### config.mk
export PLATFORM = sky130hd
export DESIGN_NAME = triangle_tile_rasterizer
export DESIGN_NICKNAME = d
export VERILOG_FILES = /design/src/sv/ttr_pkg.sv /design/src/sv/ttr_front.sv /design/src/sv/ttr_queue.sv /design/src/sv/ttr_div.sv /design/src/sv/ttr_back.sv /design/src/sv/triangle_tile_rasterizer.sv
export VERILOG_INCLUDE_DIRS = /design/src /design/src/sv
export SDC_FILE = /design/constraint.sdc
export NUM_CORES = 2
export LEC_CHECK = 0
export ABC_AREA = 1
export BUFFER_PORTS_ARGS = -buffer_cell sky130_fd_sc_hd__buf_4
export CORE_MARGIN = 4
export CORE_UTILIZATION = 47
export DETAILED_ROUTE_END_ITERATION = 10
export PLACE_DENSITY = 0.62
export SYNTH_ARGS = -nofsm -noshare
export SYNTH_HDL_FRONTEND = slang
export SYNTH_SLANG_ARGS = --single-unit
export TNS_END_PERCENT = 20
### constraint.sdc
create_clock -name clk -period 12.9 [get_ports clk]
set_clock_uncertainty 0.1 [all_clocks]
set_input_delay 2.58 -clock clk [delete_from_list [all_inputs] [get_ports clk]]
set_output_delay 2.58 -clock clk [all_outputs]
set_load 0.02 [all_outputs]
### src/sv/assert_macros.svh
// assertion helpers shared by the rasterizer modules
`ifndef ASSERT_MACROS_SVH
`define ASSERT_MACROS_SVH

// implication checked on every rising edge outside reset
`define ASSERT_IMPL(label, ante, cons, msg) \
    label: assert property (@(posedge clk) disable iff (!rst_n) (ante) |-> (cons)) \
        else $error(msg);

// plain invariant checked on every rising edge outside reset
`define ASSERT_ALWAYS(label, prop, msg) \
    label: assert property (@(posedge clk) disable iff (!rst_n) (prop)) \
        else $error(msg);

`endif

### src/sv/ttr_pkg.sv
// ----------------------------------------------------------------------------
// ttr_pkg
// shared types, widths and helpers of the tile rasterizer
// ----------------------------------------------------------------------------
`timescale 1ns / 1ps
`default_nettype none

package ttr_pkg;

    localparam int TILE_SIZE        = 8;
    localparam int COORD_FRAC_BITS  = 4;
    localparam int WEIGHT_FRAC_BITS = 14;

    localparam int COORD_W  = 7;
    localparam int PIX_W    = 3;
    localparam int WEIGHT_W = 18;
    localparam int DIFF_W   = COORD_W + 1;
    localparam int PROD_W   = 2 * DIFF_W;
    localparam int DET_W    = PROD_W + 1;
    localparam int DIV_W    = DET_W + 1;
    localparam int NUM_W    = PROD_W + 2;
    localparam int NDIV_W   = NUM_W + WEIGHT_FRAC_BITS + 2;
    localparam int WA_W     = NDIV_W + 2;
    localparam int QDEPTH   = 2;
    localparam int NUM_DIVS = 6;

    localparam logic [COORD_W-1:0] COORD_LIM =
        COORD_W'((TILE_SIZE - 1) << COORD_FRAC_BITS);
    localparam logic [DIFF_W-1:0] FRAC_MASK = DIFF_W'((1 << COORD_FRAC_BITS) - 1);
    localparam logic signed [WA_W-1:0] W_ONE = signed'(WA_W'(1 << WEIGHT_FRAC_BITS));
    localparam logic signed [WA_W-1:0] W_MAX = signed'(WA_W'((1 << (WEIGHT_W - 1)) - 1));
    localparam logic signed [WA_W-1:0] W_MIN = -signed'(WA_W'(1 << (WEIGHT_W - 1)));

    typedef enum logic [1:0] {
        ST_COVERED = 2'd0,
        ST_NONE    = 2'd1,
        ST_DEGEN   = 2'd2
    } status_t;

    typedef enum logic [2:0] {
        F_IDLE,
        F_DELTA,
        F_PROD,
        F_SUM,
        F_PUSH
    } front_state_t;

    typedef enum logic [2:0] {
        B_IDLE,
        B_DIV,
        B_WAIT,
        B_SCAN,
        B_FINISH
    } back_state_t;

    typedef struct packed {
        logic                     degen;
        logic [PIX_W-1:0]         bx0;
        logic [PIX_W-1:0]         by0;
        logic [PIX_W-1:0]         bx1;
        logic [PIX_W-1:0]         by1;
        logic [DIV_W-1:0]         dval;
        logic signed [NDIV_W-1:0] nb0;
        logic signed [NDIV_W-1:0] nc0;
        logic signed [NDIV_W-1:0] nbc;
        logic signed [NDIV_W-1:0] ncc;
        logic signed [NDIV_W-1:0] nbr;
        logic signed [NDIV_W-1:0] ncr;
    } desc_t;

    typedef struct packed {
        logic signed [NDIV_W-1:0] q;
        logic [DIV_W-1:0]         r;
    } qr_t;

    // quotient and remainder of a sum of two dividends over the same divisor
    function automatic qr_t qr_add(qr_t a, qr_t s, logic [DIV_W-1:0] d);
        logic [DIV_W:0] sum;
        qr_t            res;
        sum = {1'b0, a.r} + {1'b0, s.r};
        if (sum >= {1'b0, d})
        begin
            res.q = a.q + s.q + NDIV_W'(1);
            res.r = DIV_W'(sum - {1'b0, d});
        end
        else
        begin
            res.q = a.q + s.q;
            res.r = DIV_W'(sum);
        end
        return res;
    endfunction

    function automatic logic [WEIGHT_W-1:0] sat_w(logic signed [WA_W-1:0] w);
        logic signed [WA_W-1:0] c;
        c = w;
        if (w > W_MAX)
        begin
            c = W_MAX;
        end
        if (w < W_MIN)
        begin
            c = W_MIN;
        end
        return c[WEIGHT_W-1:0];
    endfunction

endpackage

`default_nettype wire

### src/sv/ttr_front.sv
// ----------------------------------------------------------------------------
// ttr_front
// takes a triangle, works out box, determinant and edge numerators
// ----------------------------------------------------------------------------
`timescale 1ns / 1ps
`default_nettype none

module ttr_front (
    input  wire logic                         clk,
    input  wire logic                         rst_n,
    input  wire logic                         in_valid,
    output logic                              in_stall,
    input  wire logic [ttr_pkg::COORD_W-1:0]  vertex0_x,
    input  wire logic [ttr_pkg::COORD_W-1:0]  vertex0_y,
    input  wire logic [ttr_pkg::COORD_W-1:0]  vertex1_x,
    input  wire logic [ttr_pkg::COORD_W-1:0]  vertex1_y,
    input  wire logic [ttr_pkg::COORD_W-1:0]  vertex2_x,
    input  wire logic [ttr_pkg::COORD_W-1:0]  vertex2_y,
    input  wire logic                         q_full,
    output logic                              q_push,
    output ttr_pkg::desc_t                    q_data
);
    import ttr_pkg::*;

    front_state_t state_reg, state_next;

    logic [COORD_W-1:0] x0_reg, y0_reg, x1_reg, y1_reg, x2_reg, y2_reg;
    logic signed [DIFF_W-1:0] ax_reg, ay_reg, bx_reg, by_reg, dx_reg, dy_reg;
    logic [PIX_W-1:0] bx0_reg, by0_reg, bx1_reg, by1_reg;
    logic signed [PROD_W-1:0] p_aby_reg, p_ayb_reg, p_bydx_reg, p_bxdy_reg;
    logic signed [PROD_W-1:0] p_axdy_reg, p_aydx_reg;
    desc_t desc_reg, desc_next;

    logic signed [DIFF_W-1:0] ax_next, ay_next, bx_next, by_next, dx_next, dy_next;
    logic [PIX_W-1:0] bx0_next, by0_next, bx1_next, by1_next;

    function automatic logic [COORD_W-1:0] clamp(logic [COORD_W-1:0] v);
        return (v > COORD_LIM) ? COORD_LIM : v;
    endfunction

    always_ff @(posedge clk or negedge rst_n)
    begin
        if (!rst_n)
        begin
            state_reg <= F_IDLE;
        end
        else
        begin
            state_reg <= state_next;
        end
    end

    always_comb
    begin
        state_next = state_reg;
        in_stall   = 1'b1;
        q_push     = 1'b0;
        unique case (state_reg)
            F_IDLE:
            begin
                in_stall = 1'b0;
                if (in_valid)
                begin
                    state_next = F_DELTA;
                end
            end
            F_DELTA: state_next = F_PROD;
            F_PROD:  state_next = F_SUM;
            F_SUM:   state_next = F_PUSH;
            F_PUSH:
            begin
                if (!q_full)
                begin
                    q_push     = 1'b1;
                    state_next = F_IDLE;
                end
            end
            default: state_next = F_IDLE;
        endcase
    end

    // edge vectors and pixel box
    always_comb
    begin
        logic [COORD_W-1:0] mnx, mny, mxx, mxy;
        mnx = (x0_reg < x1_reg) ? x0_reg : x1_reg;
        mnx = (x2_reg < mnx) ? x2_reg : mnx;
        mny = (y0_reg < y1_reg) ? y0_reg : y1_reg;
        mny = (y2_reg < mny) ? y2_reg : mny;
        mxx = (x0_reg > x1_reg) ? x0_reg : x1_reg;
        mxx = (x2_reg > mxx) ? x2_reg : mxx;
        mxy = (y0_reg > y1_reg) ? y0_reg : y1_reg;
        mxy = (y2_reg > mxy) ? y2_reg : mxy;
        ax_next  = signed'(DIFF_W'(x1_reg)) - signed'(DIFF_W'(x0_reg));
        ay_next  = signed'(DIFF_W'(y1_reg)) - signed'(DIFF_W'(y0_reg));
        bx_next  = signed'(DIFF_W'(x2_reg)) - signed'(DIFF_W'(x0_reg));
        by_next  = signed'(DIFF_W'(y2_reg)) - signed'(DIFF_W'(y0_reg));
        bx0_next = PIX_W'(mnx >> COORD_FRAC_BITS);
        by0_next = PIX_W'(mny >> COORD_FRAC_BITS);
        bx1_next = PIX_W'((DIFF_W'(mxx) + FRAC_MASK) >> COORD_FRAC_BITS);
        by1_next = PIX_W'((DIFF_W'(mxy) + FRAC_MASK) >> COORD_FRAC_BITS);
        dx_next  = signed'(DIFF_W'(bx0_next) << COORD_FRAC_BITS) - signed'(DIFF_W'(x0_reg));
        dy_next  = signed'(DIFF_W'(by0_next) << COORD_FRAC_BITS) - signed'(DIFF_W'(y0_reg));
    end

    // sign-normalised numerators, scaled for the rounding divide
    always_comb
    begin
        logic signed [DET_W-1:0] det, adet;
        logic signed [NUM_W-1:0] n1, n2, cb, cc, rb, rc;
        logic                    neg;
        det  = DET_W'(p_aby_reg) - DET_W'(p_ayb_reg);
        neg  = det < 0;
        adet = neg ? -det : det;
        n1 = NUM_W'(p_bydx_reg) - NUM_W'(p_bxdy_reg);
        n2 = NUM_W'(p_axdy_reg) - NUM_W'(p_aydx_reg);
        cb = NUM_W'(by_reg) <<< COORD_FRAC_BITS;
        cc = -(NUM_W'(ay_reg) <<< COORD_FRAC_BITS);
        rb = -(NUM_W'(bx_reg) <<< COORD_FRAC_BITS);
        rc = NUM_W'(ax_reg) <<< COORD_FRAC_BITS;
        if (neg)
        begin
            n1 = -n1;
            n2 = -n2;
            cb = -cb;
            cc = -cc;
            rb = -rb;
            rc = -rc;
        end
        desc_next.degen = (det == 0);
        desc_next.bx0   = bx0_reg;
        desc_next.by0   = by0_reg;
        desc_next.bx1   = bx1_reg;
        desc_next.by1   = by1_reg;
        desc_next.dval  = DIV_W'(adet) << 1;
        desc_next.nb0   = (NDIV_W'(n1) <<< (WEIGHT_FRAC_BITS + 1)) + NDIV_W'(adet);
        desc_next.nc0   = (NDIV_W'(n2) <<< (WEIGHT_FRAC_BITS + 1)) + NDIV_W'(adet);
        desc_next.nbc   = NDIV_W'(cb) <<< (WEIGHT_FRAC_BITS + 1);
        desc_next.ncc   = NDIV_W'(cc) <<< (WEIGHT_FRAC_BITS + 1);
        desc_next.nbr   = NDIV_W'(rb) <<< (WEIGHT_FRAC_BITS + 1);
        desc_next.ncr   = NDIV_W'(rc) <<< (WEIGHT_FRAC_BITS + 1);
    end

    always_ff @(posedge clk)
    begin
        if (state_reg == F_IDLE && in_valid)
        begin
            x0_reg <= clamp(vertex0_x);
            y0_reg <= clamp(vertex0_y);
            x1_reg <= clamp(vertex1_x);
            y1_reg <= clamp(vertex1_y);
            x2_reg <= clamp(vertex2_x);
            y2_reg <= clamp(vertex2_y);
        end
        if (state_reg == F_DELTA)
        begin
            ax_reg  <= ax_next;
            ay_reg  <= ay_next;
            bx_reg  <= bx_next;
            by_reg  <= by_next;
            dx_reg  <= dx_next;
            dy_reg  <= dy_next;
            bx0_reg <= bx0_next;
            by0_reg <= by0_next;
            bx1_reg <= bx1_next;
            by1_reg <= by1_next;
        end
        if (state_reg == F_PROD)
        begin
            p_aby_reg  <= ax_reg * by_reg;
            p_ayb_reg  <= ay_reg * bx_reg;
            p_bydx_reg <= by_reg * dx_reg;
            p_bxdy_reg <= bx_reg * dy_reg;
            p_axdy_reg <= ax_reg * dy_reg;
            p_aydx_reg <= ay_reg * dx_reg;
        end
        if (state_reg == F_SUM)
        begin
            desc_reg <= desc_next;
        end
    end

    assign q_data = desc_reg;

endmodule

`default_nettype wire

### src/sv/ttr_queue.sv
// ----------------------------------------------------------------------------
// ttr_queue
// short queue of triangle setups between front and back
// ----------------------------------------------------------------------------
`timescale 1ns / 1ps
`default_nettype none

module ttr_queue (
    input  wire logic           clk,
    input  wire logic           rst_n,
    input  wire logic           push,
    input  wire ttr_pkg::desc_t push_data,
    output logic                full,
    input  wire logic           pop,
    output logic                valid,
    output ttr_pkg::desc_t      data
);
    import ttr_pkg::*;
    `include "assert_macros.svh"

    // depth is a power of two so the pointers wrap on their own
    localparam int PTR_W = (QDEPTH > 1) ? $clog2(QDEPTH) : 1;
    localparam int CNT_W = $clog2(QDEPTH + 1);

    desc_t             entry_reg [QDEPTH];
    logic [PTR_W-1:0]  wr_ptr_reg, rd_ptr_reg;
    logic [CNT_W-1:0]  count_reg;

    always_ff @(posedge clk or negedge rst_n)
    begin
        if (!rst_n)
        begin
            wr_ptr_reg <= '0;
            rd_ptr_reg <= '0;
            count_reg  <= '0;
        end
        else
        begin
            if (push)
            begin
                wr_ptr_reg <= wr_ptr_reg + PTR_W'(1);
            end
            if (pop)
            begin
                rd_ptr_reg <= rd_ptr_reg + PTR_W'(1);
            end
            if (push && !pop)
            begin
                count_reg <= count_reg + CNT_W'(1);
            end
            else if (pop && !push)
            begin
                count_reg <= count_reg - CNT_W'(1);
            end
        end
    end

    always_ff @(posedge clk)
    begin
        if (push)
        begin
            entry_reg[wr_ptr_reg] <= push_data;
        end
    end

    assign full  = (count_reg == CNT_W'(QDEPTH));
    assign valid = (count_reg != '0);
    assign data  = entry_reg[rd_ptr_reg];

    `ASSERT_IMPL(a_no_overflow, push, !full, "push into a full queue")
    `ASSERT_IMPL(a_no_underflow, pop, valid, "pop from an empty queue")
    `ASSERT_ALWAYS(a_count_range, count_reg <= CNT_W'(QDEPTH), "queue count out of range")

endmodule

`default_nettype wire

### src/sv/ttr_div.sv
// ----------------------------------------------------------------------------
// ttr_div
// radix-2 floor divider, signed dividend over positive divisor
// ----------------------------------------------------------------------------
`timescale 1ns / 1ps
`default_nettype none

module ttr_div (
    input  wire logic                                clk,
    input  wire logic                                rst_n,
    input  wire logic                                start,
    input  wire logic signed [ttr_pkg::NDIV_W-1:0]   dividend,
    input  wire logic [ttr_pkg::DIV_W-1:0]           divisor,
    output logic                                     done,
    output ttr_pkg::qr_t                             result
);
    import ttr_pkg::*;

    localparam int CNT_W = $clog2(NDIV_W + 1);

    logic               busy_reg, fix_reg, done_reg;
    logic [CNT_W-1:0]   cnt_reg;
    logic               neg_reg;
    logic [NDIV_W-1:0]  mag_reg, quo_reg;
    logic [DIV_W-1:0]   rem_reg, d_reg;
    qr_t                res_reg;
    logic [DIV_W:0]     trial;
    logic               take;

    assign trial = {rem_reg, mag_reg[NDIV_W-1]};
    assign take  = trial >= {1'b0, d_reg};

    always_ff @(posedge clk or negedge rst_n)
    begin
        if (!rst_n)
        begin
            busy_reg <= 1'b0;
            fix_reg  <= 1'b0;
            done_reg <= 1'b0;
            cnt_reg  <= '0;
        end
        else
        begin
            done_reg <= fix_reg;
            fix_reg  <= !start && busy_reg && (cnt_reg == CNT_W'(1));
            if (start)
            begin
                busy_reg <= 1'b1;
                cnt_reg  <= CNT_W'(NDIV_W);
            end
            else if (busy_reg)
            begin
                cnt_reg <= cnt_reg - CNT_W'(1);
                if (cnt_reg == CNT_W'(1))
                begin
                    busy_reg <= 1'b0;
                end
            end
        end
    end

    always_ff @(posedge clk)
    begin
        if (start)
        begin
            neg_reg <= dividend < 0;
            mag_reg <= (dividend < 0) ? NDIV_W'(-dividend) : NDIV_W'(dividend);
            d_reg   <= divisor;
            rem_reg <= '0;
            quo_reg <= '0;
        end
        else if (busy_reg)
        begin
            mag_reg <= mag_reg << 1;
            quo_reg <= {quo_reg[NDIV_W-2:0], take};
            rem_reg <= take ? DIV_W'(trial - {1'b0, d_reg}) : DIV_W'(trial);
        end
        if (fix_reg)
        begin
            if (!neg_reg)
            begin
                res_reg.q <= signed'(quo_reg);
                res_reg.r <= rem_reg;
            end
            else if (rem_reg == '0)
            begin
                res_reg.q <= -signed'(quo_reg);
                res_reg.r <= '0;
            end
            else
            begin
                res_reg.q <= signed'(~quo_reg);
                res_reg.r <= d_reg - rem_reg;
            end
        end
    end

    assign done   = done_reg;
    assign result = res_reg;

endmodule

`default_nettype wire

### src/sv/ttr_back.sv
// ----------------------------------------------------------------------------
// ttr_back
// divides setup into weights, scans the box one pixel a cycle unless stalled
// ----------------------------------------------------------------------------
`timescale 1ns / 1ps
`default_nettype none

module ttr_back (
    input  wire logic                                 clk,
    input  wire logic                                 rst_n,
    input  wire logic signed [ttr_pkg::WEIGHT_W-1:0]  tol,
    input  wire logic                                 q_valid,
    input  wire ttr_pkg::desc_t                       q_desc,
    output logic                                      q_pop,
    output logic                                      out_valid,
    input  wire logic                                 out_stall,
    output logic [ttr_pkg::PIX_W-1:0]                 pixel_x,
    output logic [ttr_pkg::PIX_W-1:0]                 pixel_y,
    output logic signed [ttr_pkg::WEIGHT_W-1:0]       weight_a,
    output logic signed [ttr_pkg::WEIGHT_W-1:0]       weight_b,
    output logic signed [ttr_pkg::WEIGHT_W-1:0]       weight_c,
    output logic [1:0]                                status,
    output logic                                      last_of_run
);
    import ttr_pkg::*;
    `include "assert_macros.svh"

    localparam int IDX_W = $clog2(NUM_DIVS);

    back_state_t state_reg, state_next;
    desc_t       desc_reg;
    logic [IDX_W-1:0] idx_reg;
    logic [PIX_W-1:0] cx_reg, cy_reg;
    qr_t rs_b_reg, rs_c_reg, cur_b_reg, cur_c_reg;
    qr_t col_b_reg, col_c_reg, row_b_reg, row_c_reg;

    logic                pend_valid_reg;
    logic [PIX_W-1:0]    pend_x_reg, pend_y_reg;
    logic [WEIGHT_W-1:0] pend_a_reg, pend_b_reg, pend_c_reg;

    logic                out_valid_reg;
    logic [PIX_W-1:0]    out_x_reg, out_y_reg;
    logic [WEIGHT_W-1:0] out_a_reg, out_b_reg, out_c_reg;
    status_t             out_status_reg;
    logic                out_last_reg;

    logic [PIX_W-1:0]    out_x_next, out_y_next;
    logic [WEIGHT_W-1:0] out_a_next, out_b_next, out_c_next;
    status_t             out_status_next;
    logic                out_last_next;

    logic out_free, out_load, latch_desc, div_store, scan_step;
    logic div_start, div_done;
    logic signed [NDIV_W-1:0] div_dividend;
    qr_t  div_res;

    logic signed [WA_W-1:0] wa, wb, wc, tolx;
    logic hit, row_end, box_end;
    qr_t  rs_b_adv, rs_c_adv;

    ttr_div u_div (
        .clk      (clk),
        .rst_n    (rst_n),
        .start    (div_start),
        .dividend (div_dividend),
        .divisor  (desc_reg.dval),
        .done     (div_done),
        .result   (div_res)
    );

    always_comb
    begin
        case (idx_reg)
            IDX_W'(0): div_dividend = desc_reg.nb0;
            IDX_W'(1): div_dividend = desc_reg.nc0;
            IDX_W'(2): div_dividend = desc_reg.nbc;
            IDX_W'(3): div_dividend = desc_reg.ncc;
            IDX_W'(4): div_dividend = desc_reg.nbr;
            default:   div_dividend = desc_reg.ncr;
        endcase
    end

    assign out_free = !out_valid_reg || !out_stall;
    assign wb       = WA_W'(cur_b_reg.q);
    assign wc       = WA_W'(cur_c_reg.q);
    assign wa       = W_ONE - wb - wc;
    assign tolx     = WA_W'(tol);
    assign hit      = (wa >= tolx) && (wb >= tolx) && (wc >= tolx);
    assign row_end  = (cx_reg == desc_reg.bx1);
    assign box_end  = row_end && (cy_reg == desc_reg.by1);
    assign rs_b_adv = qr_add(rs_b_reg, row_b_reg, desc_reg.dval);
    assign rs_c_adv = qr_add(rs_c_reg, row_c_reg, desc_reg.dval);

    always_ff @(posedge clk or negedge rst_n)
    begin
        if (!rst_n)
        begin
            state_reg      <= B_IDLE;
            idx_reg        <= '0;
            pend_valid_reg <= 1'b0;
            out_valid_reg  <= 1'b0;
        end
        else
        begin
            state_reg <= state_next;
            if (out_load)
            begin
                out_valid_reg <= 1'b1;
            end
            else if (!out_stall)
            begin
                out_valid_reg <= 1'b0;
            end
            if (latch_desc)
            begin
                idx_reg        <= '0;
                pend_valid_reg <= 1'b0;
            end
            if (div_store)
            begin
                idx_reg <= idx_reg + IDX_W'(1);
            end
            if (scan_step && hit)
            begin
                pend_valid_reg <= 1'b1;
            end
        end
    end

    always_comb
    begin
        state_next      = state_reg;
        q_pop           = 1'b0;
        div_start       = 1'b0;
        out_load        = 1'b0;
        latch_desc      = 1'b0;
        div_store       = 1'b0;
        scan_step       = 1'b0;
        out_x_next      = pend_x_reg;
        out_y_next      = pend_y_reg;
        out_a_next      = pend_a_reg;
        out_b_next      = pend_b_reg;
        out_c_next      = pend_c_reg;
        out_status_next = ST_COVERED;
        out_last_next   = 1'b0;
        unique case (state_reg)
            B_IDLE:
            begin
                if (q_valid)
                begin
                    if (q_desc.degen)
                    begin
                        if (out_free)
                        begin
                            out_load        = 1'b1;
                            q_pop           = 1'b1;
                            out_x_next      = '0;
                            out_y_next      = '0;
                            out_a_next      = '0;
                            out_b_next      = '0;
                            out_c_next      = '0;
                            out_status_next = ST_DEGEN;
                            out_last_next   = 1'b1;
                        end
                    end
                    else
                    begin
                        latch_desc = 1'b1;
                        q_pop      = 1'b1;
                        state_next = B_DIV;
                    end
                end
            end
            B_DIV:
            begin
                div_start  = 1'b1;
                state_next = B_WAIT;
            end
            B_WAIT:
            begin
                if (div_done)
                begin
                    div_store  = 1'b1;
                    state_next = (idx_reg == IDX_W'(NUM_DIVS - 1)) ? B_SCAN : B_DIV;
                end
            end
            B_SCAN:
            begin
                if (out_free)
                begin
                    scan_step = 1'b1;
                    out_load  = hit && pend_valid_reg;
                    if (box_end)
                    begin
                        state_next = B_FINISH;
                    end
                end
            end
            B_FINISH:
            begin
                if (out_free)
                begin
                    out_load      = 1'b1;
                    out_last_next = 1'b1;
                    if (!pend_valid_reg)
                    begin
                        out_x_next      = '0;
                        out_y_next      = '0;
                        out_a_next      = '0;
                        out_b_next      = '0;
                        out_c_next      = '0;
                        out_status_next = ST_NONE;
                    end
                    state_next = B_IDLE;
                end
            end
            default: state_next = B_IDLE;
        endcase
    end

    always_ff @(posedge clk)
    begin
        if (latch_desc)
        begin
            desc_reg <= q_desc;
            cx_reg   <= q_desc.bx0;
            cy_reg   <= q_desc.by0;
        end
        if (div_store)
        begin
            case (idx_reg)
                IDX_W'(0):
                begin
                    rs_b_reg  <= div_res;
                    cur_b_reg <= div_res;
                end
                IDX_W'(1):
                begin
                    rs_c_reg  <= div_res;
                    cur_c_reg <= div_res;
                end
                IDX_W'(2): col_b_reg <= div_res;
                IDX_W'(3): col_c_reg <= div_res;
                IDX_W'(4): row_b_reg <= div_res;
                default:   row_c_reg <= div_res;
            endcase
        end
        if (scan_step)
        begin
            if (hit)
            begin
                pend_x_reg <= cx_reg;
                pend_y_reg <= cy_reg;
                pend_a_reg <= sat_w(wa);
                pend_b_reg <= sat_w(wb);
                pend_c_reg <= sat_w(wc);
            end
            if (row_end)
            begin
                cx_reg    <= desc_reg.bx0;
                cy_reg    <= cy_reg + PIX_W'(1);
                rs_b_reg  <= rs_b_adv;
                rs_c_reg  <= rs_c_adv;
                cur_b_reg <= rs_b_adv;
                cur_c_reg <= rs_c_adv;
            end
            else
            begin
                cx_reg    <= cx_reg + PIX_W'(1);
                cur_b_reg <= qr_add(cur_b_reg, col_b_reg, desc_reg.dval);
                cur_c_reg <= qr_add(cur_c_reg, col_c_reg, desc_reg.dval);
            end
        end
        if (out_load)
        begin
            out_x_reg      <= out_x_next;
            out_y_reg      <= out_y_next;
            out_a_reg      <= out_a_next;
            out_b_reg      <= out_b_next;
            out_c_reg      <= out_c_next;
            out_status_reg <= out_status_next;
            out_last_reg   <= out_last_next;
        end
    end

    assign out_valid   = out_valid_reg;
    assign pixel_x     = out_x_reg;
    assign pixel_y     = out_y_reg;
    assign weight_a    = signed'(out_a_reg);
    assign weight_b    = signed'(out_b_reg);
    assign weight_c    = signed'(out_c_reg);
    assign status      = out_status_reg;
    assign last_of_run = out_last_reg;

    `ASSERT_IMPL(a_degen_last, out_valid_reg && out_status_reg == ST_DEGEN, out_last_reg,
        "degenerate result not marked last")
    `ASSERT_IMPL(a_none_zero, out_valid_reg && out_status_reg == ST_NONE,
        out_last_reg && out_a_reg == '0 && out_b_reg == '0 && out_c_reg == '0,
        "no-pixel result malformed")
    `ASSERT_IMPL(a_scan_in_box, state_reg == B_SCAN,
        cx_reg <= desc_reg.bx1 && cy_reg <= desc_reg.by1, "scan left the box")

endmodule

`default_nettype wire

### src/sv/triangle_tile_rasterizer.sv
// ----------------------------------------------------------------------------
// triangle_tile_rasterizer
// barycentric rasterizer of one triangle per transfer in an 8x8 tile
//
//   channel   direction  handshake             payload
//   in        input      in_valid / in_stall   vertex0_x .. vertex2_y
//   out       output     out_valid / out_stall pixel_x, pixel_y, weight_a..c,
//                                              status, last_of_run
//   config    input      inside_tolerance_we   inside_tolerance
//
// front setup steps through delta, product, sum and push; the back runs six 34-step
// divisions, then scans one box pixel a cycle unless out_stall holds it, then closes
// a degenerate triangle is answered in the back's idle state, with no divisions
// a two-entry queue lets the front set up the next triangle during a scan
// out_stall freezes the scan; reset is asynchronous and sets tolerance to 0
// ----------------------------------------------------------------------------
`timescale 1ns / 1ps
`default_nettype none

module triangle_tile_rasterizer (
    input  wire logic                                 clk,
    input  wire logic                                 rst_n,
    input  wire logic                                 inside_tolerance_we,
    input  wire logic signed [ttr_pkg::WEIGHT_W-1:0]  inside_tolerance,
    input  wire logic                                 in_valid,
    output logic                                      in_stall,
    input  wire logic [ttr_pkg::COORD_W-1:0]          vertex0_x,
    input  wire logic [ttr_pkg::COORD_W-1:0]          vertex0_y,
    input  wire logic [ttr_pkg::COORD_W-1:0]          vertex1_x,
    input  wire logic [ttr_pkg::COORD_W-1:0]          vertex1_y,
    input  wire logic [ttr_pkg::COORD_W-1:0]          vertex2_x,
    input  wire logic [ttr_pkg::COORD_W-1:0]          vertex2_y,
    output logic                                      out_valid,
    input  wire logic                                 out_stall,
    output logic [ttr_pkg::PIX_W-1:0]                 pixel_x,
    output logic [ttr_pkg::PIX_W-1:0]                 pixel_y,
    output logic signed [ttr_pkg::WEIGHT_W-1:0]       weight_a,
    output logic signed [ttr_pkg::WEIGHT_W-1:0]       weight_b,
    output logic signed [ttr_pkg::WEIGHT_W-1:0]       weight_c,
    output logic [1:0]                                status,
    output logic                                      last_of_run
);
    import ttr_pkg::*;

    logic signed [WEIGHT_W-1:0] tol_reg;
    logic  q_push, q_full, q_pop, q_valid;
    desc_t q_wdata, q_rdata;

    always_ff @(posedge clk or negedge rst_n)
    begin
        if (!rst_n)
        begin
            tol_reg <= '0;
        end
        else if (inside_tolerance_we)
        begin
            tol_reg <= inside_tolerance;
        end
    end

    ttr_front u_front (
        .clk       (clk),
        .rst_n     (rst_n),
        .in_valid  (in_valid),
        .in_stall  (in_stall),
        .vertex0_x (vertex0_x),
        .vertex0_y (vertex0_y),
        .vertex1_x (vertex1_x),
        .vertex1_y (vertex1_y),
        .vertex2_x (vertex2_x),
        .vertex2_y (vertex2_y),
        .q_full    (q_full),
        .q_push    (q_push),
        .q_data    (q_wdata)
    );

    ttr_queue u_queue (
        .clk       (clk),
        .rst_n     (rst_n),
        .push      (q_push),
        .push_data (q_wdata),
        .full      (q_full),
        .pop       (q_pop),
        .valid     (q_valid),
        .data      (q_rdata)
    );

    ttr_back u_back (
        .clk         (clk),
        .rst_n       (rst_n),
        .tol         (tol_reg),
        .q_valid     (q_valid),
        .q_desc      (q_rdata),
        .q_pop       (q_pop),
        .out_valid   (out_valid),
        .out_stall   (out_stall),
        .pixel_x     (pixel_x),
        .pixel_y     (pixel_y),
        .weight_a    (weight_a),
        .weight_b    (weight_b),
        .weight_c    (weight_c),
        .status      (status),
        .last_of_run (last_of_run)
    );

endmodule

`default_nettype wire
Word level (Yosys, flattened, before mapping)
Memory sizes are Yosys's and may differ from the RTL's.
Index checks and enable logic that the tools add are counted.
{ "word_totals": {"regBits": 1343, "latchBits": 0, "ramBits": 348, "rom_bits": 0, "input_bits": 65, "output_inout_bits": 65, "wordCells": 385, "n_memories": 1} }
{ "op_classes": {"add_sub_neg": 52, "n_mul": 6, "div": 0, "order_cmp": 30, "eq_ne": 26, "shift": 0, "n_mux": 132, "bitwise": 2, "reduce_logical": 40} }
{ "memory_table": {"columns": ["memory", "words", "word_bits", "read_ports", "rd_clocked_by_memory_dff", "wr", "line_no", "source"], "rows": [
  ["u_queue.entry_reg", 2, 174, 1, 0, 1, "ttr_queue.sv:25", "desc_t entry_reg [QDEPTH];"]
]} }
{ "op_table": {"columns": ["operator", "n"], "rows": [
  ["$mux 52", 22],
  ["$mux 18", 25],
  ["$pmux 34 s5", 1],
  ["$add 34x2->34 const B", 4],
  ["$add 34x34->34", 4],
  ["$pmux 18 s2", 3],
  ["$sub 18x18->18", 6],
  ["$mux 34", 3],
  ["$mul 8x8->16", 6],
  ["$ge 19x18->1", 5],
  ["$mux 3", 26],
  ["$add 18x18->19", 4],
  ["$neg 12->18", 4],
  ["$neg 18->18", 4],
  ["$add 33x17->34", 2],
  ["$ge 34x18->1", 2],
  ["$gt 34x18->1 const B", 2],
  ["$lt 34x18->1 const B", 2],
  ["$neg 34->34", 2],
  ["$mux 7", 8],
  ["$sub 16x16->17", 3],
  ["$sub 7x7->8", 6],
  ["$gt 7x7->1 const B", 6],
  ["$ge 36x18->1", 1],
  ["other kinds (44)", 137]
]} }

Depth between registers and ports, before layout
{ "logic_depth": {"word_depth": 9, "mapped_depth": 35, "mapped_depth_nobuf": 34} }

By module
Synthesis repeated with hierarchy kept, for this count alone.
{ "unflattened": {"cells_unflattened": 13763, "hier_area_um2": 120000.1} }
{ "by_module_without_submodules": {"columns": ["mod", "n_inst", "cells_each", "area_each_um2", "seq_area_each_um2"], "rows": [
  ["ttr_back", 1, 7051, 55117.9, 22431.5],
  ["ttr_front", 1, 4438, 36103.4, 9744.3],
  ["ttr_queue", 1, 756, 17305.3, 14213.6],
  ["ttr_div", 1, 1442, 10762.8, 4419.2],
  ["triangle_tile_rasterizer", 1, 76, 710.7, 450.4]
]} }

Least setup slack after synthesis
No wires, ideal clock.
{ "synth_timing": {"path_kind": "reg2reg", "startpoint": "register u_front.state_reg[2]", "endpoint": "register u_front.q_data[100] (netlist name)", "setup_ns": 0.762, "t_arrival_ns": 8.887, "required_ns": 12.038, "setup_slack_ns": 3.151, "stages_incl_launch_ff": 2, "path_buffers": 0, "period_less_slack_ns": 9.749, "cell_sequence": "dfrtp_1 > nor3_1"} }
{ "synth_via": {"elab_chain_len": 1} }
{ "synth_rtl": {"columns": ["item", "line_no", "source"], "rows": [
  ["from (decl)", "ttr_front.sv:25", "front_state_t state_reg, state_next;"],
  ["from (signal assigned)", "ttr_front.sv:49", "state_reg <= state_next;"],
  ["$eq 3x2->1", "ttr_front.sv:177", "if (state_reg == F_SUM)"]
]} }
No other way between the ends.
A chain may end at the register's enable or synchronous reset.

Final worst setup path
{ "layout_timing": {"startpoint": "register u_back.cur_c_reg[19] in the netlist's numbering", "endpoint": "register u_back.pend_c_reg[6], enable pin"} }
{ "layout_via": {"elab_chain_len": 5, "word_cells_on_any_way": 6, "classes_between": "add/sub (1); order compare (2); reduce/logical (3)"} }
{ "layout_rtl": {"columns": ["item", "line_no", "source"], "rows": [
  ["from (decl)", "ttr_back.sv:34", "qr_t rs_b_reg, rs_c_reg, cur_b_reg, cur_c_reg;"],
  ["from (signal assigned)", "ttr_back.sv:240", "cur_c_reg <= div_res;"],
  ["from (signal assigned)", "ttr_back.sv:265", "cur_c_reg <= rs_c_adv;"],
  ["from (signal assigned)", "ttr_back.sv:271", "cur_c_reg <= qr_add(cur_c_reg, col_c_reg, desc_reg.dval);"],
  ["$sub 35x34->36", "ttr_back.sv:86", "assign wa = W_ONE - wb - wc;"],
  ["$ge 36x18->1", "ttr_back.sv:88", "assign hit = (wa >= tolx) && (wb >= tolx) && (wc >= tolx);"],
  ["$logic_and 1x1->1", "ttr_back.sv:88", null],
  ["$logic_and 1x1->1 *", "ttr_back.sv:88", null],
  ["$reduce_and 2->1 (no source line) *", null, null],
  ["to (signal assigned)", "ttr_back.sv:256", "pend_c_reg <= sat_w(wc);"],
  ["to (decl)", "ttr_back.sv:39", "logic [WEIGHT_W-1:0] pend_a_reg, pend_b_reg, pend_c_reg;"]
]} }
Mark *: on every way between the ends. The rest lies on a longest branch, timed or not.

==> out/results.ini <==
[clock_network]
cts_resized=0
cts.clk_slew.worst_paths_ps=60
numCtsBuffers=165
cts_hold_buf=0
cts_tree=done
cts.path.max_buffers=3
insertion_delay_ps=850
h-tree-depth=4
numClockSinks=1433
cts_root_buf=clkbuf_16
post_cts_buffers=0

[detailed_routing]
ant_nets=0
viasPerCell=5.556
vias=85197
drt_iter0_markers=7680
route.detailed.drc=0
wl_mm=334.7
dr.pass1.iters=8
wl_per_cell_um=21.83

[finish]
drive_above_1_share=0.06294
largest_reg_flops=248
n_fill_cell=20258
ff_latch_area_um2=41230
final_cells=15333
multiInputGateArea_um2=53460
area_growth_syn_to_layout_pct=9.712
fin_nets=13568

[sta]
period_share=0.4877
period_minus_slack_ps=6292
relSlewSlack=0.1716
fin_tns_setup_ps=0
max_freq_mhz=158.9
setup_viol=0
rsz0062_at_grt=no
hold_viol_final=0
worstMarginPinSlew_ps=1233
maxSlewViolCount=0

[critical_path]
critical_path_class=reg2reg
cpMaxStageDelayCell=buf_4
crit_fanout=47
crit_path_start=u_back.cur_c_reg[19]
critPathLaunchType=flip-flop
cp.buffers_inverters=5
end_kind=flip-flop
r2r_start=u_back.cur_c_reg[19]
max_stage_delay_ps=560
crit_arrival_ps=6660
cpMostUsedCell=nand2_1
cp_top_family=simple AND/OR/NAND/NOR gates
critPathRequiredTime_ps=13270

[min_path]
min-delay-start=u_front.by1_reg[1]
hold_class=reg2reg

[logic_synthesis]
synth-seq-area-share=0.4000
ys_seq_elements=1433
synth_edf_count=1232
syn-num-nets=13463
ys_types=74
yosysTopAreaCellShare=0.3589
synth_common_cells=2935 x nand2_1, 1894 x inv_1, 1232 x edfxtp_1
syn_area_um2=103100
synth_flop_cell=edfxtp_1
yosys.cell_count.top_type=nand2_1
synthTopCellsByArea=edfxtp_1 36%, nand2_1 11%, ha_1 10%, inv_1 6.9%, fa_1 6.9%
yosys.area.top_type=edfxtp_1
syn_area_per_cell_um2=8.433
yosysWarnings=0
synthArstFlopShare=0.02931
synth_cells=12222

[placed_design]
place_congestion=0.9947
dp_cells=15014
dp_hpwl_mm=260.2
io_buffers=129

[global_routing]
grt_pass1_wl_mm=501.1
track_usage=0.2874
overflow=0
grt_antenna_before_repair=13
grt_pass1_vias=82080
grt_max_degree=125

[floorplan]
die_h_um=476.3
start_util=0.4737
pin_count=130
rows=171
die_w_um=476.3
dieArea_um2=226800
core_um2=217600

[outcome]
status=completed

[job]
cap_violations=0

[worst paths after layout]
path	slack (ps)	cells after the start	endpoint
setup / recovery	6610	28	u_back.pend_c_reg[6]
hold / removal	320	0	u_front.q_data[223]
setup reg to reg	6610	28	u_back.pend_c_reg[6]
hold reg to reg	320	0	u_front.q_data[223]
max in group asynchronous	10390	1	u_back.u_div.fix_reg
min in group asynchronous	1670	1	tol_reg[4]
[layer usage]
| metal | up-vias | track usage | part of all wire |
|---|---|---|---|
| met5 | - | 0 | 0.00012 |
| met4 | 6 | 0.1260 | 0.048 |
| met1 | 41053 | 0.3879 | 0.43 |
| met2 | 2947 | 0.4641 | 0.46 |
| li1 | 40580 | - | - |
| met3 | 611 | 0.03844 | 0.063 |
[layout make-up]
type | instances | share of cell area
antenna | 7 | 0.0001549
clock buffer | 191 | 0.03820
clock inverter | 121 | 0.01259
inverter | 1935 | 0.06433
multi-input combinational | 8559 | 0.4728
sequential | 1433 | 0.3647
tap | 2854 | 0.03158
timing repair buffer | 233 | 0.01569
[stage by stage]
step | setup WS, ps | area [um^2] | hold WS (ps) | util
detailed placement | 6681 | 107300 | 304.5 | 0.4932
global placement | 6766 | 107300 | 305.3 | 0.4932
global route | 6234 | 113100 | 322.0 | 0.5196
finish | 6608 | 113100 | 317.1 | 0.5197
CTS | 6708 | 113100 | 318.8 | 0.5196
floorplan | 3151 | 103100 | 300.3 | -
[placed cells by master (no fill, tap or decap), types with 62 or more instances in the layout]
cell type	instances
nand2_1	2931
inv_1	1890
edfxtp_1	1232
nor2_1	903
ha_1	822
o21ai_0	695
nand3_1	674
a21oi_1	615
fa_1	354
xor2_1	344
buf_4	231
nand4_1	189
clkbuf_16	167
xnor2_1	162
dfxtp_1	159
nor3_1	103
o211ai_1	83
o21ai_1	70
nand2_2	62
[worst register-to-register path, delay by kind of cell (launching register included)]
| family | cells | cell delay, ps |
|---|---|---|
| compound gates | 1 | 200 |
| xor+xnor | 2 | 460 |
| fa+ha+maj | 4 | 1390 |
| buf+inv | 5 | 1070 |
| flops | 1 | 520 |
| simple gates | 16 | 2150 |
[kinds of logic (layout without fill, tap and decap cells)]
| group | count (synthesis) | after routing | share of synthesized area |
|---|---|---|---|
| multiplexers | 2 | 2 | 0.0002064 |
| adder cells (fa/ha/maj) | 1176 | 1176 | 0.1685 |
| other | 0 | 7 | 0 |
| XOR/XNOR | 507 | 507 | 0.04323 |
| buffers and inverters | 2230 | 2480 | 0.08259 |
| AND/OR/NAND/NOR | 5117 | 5117 | 0.2109 |
| AO/OA/AOI/OAI | 1757 | 1757 | 0.09447 |
| flip-flops | 1433 | 1433 | 0.4000 |
Power is not shown: default switching activity piles up to over one toggle a cycle in this logic, so the estimate is an artifact.
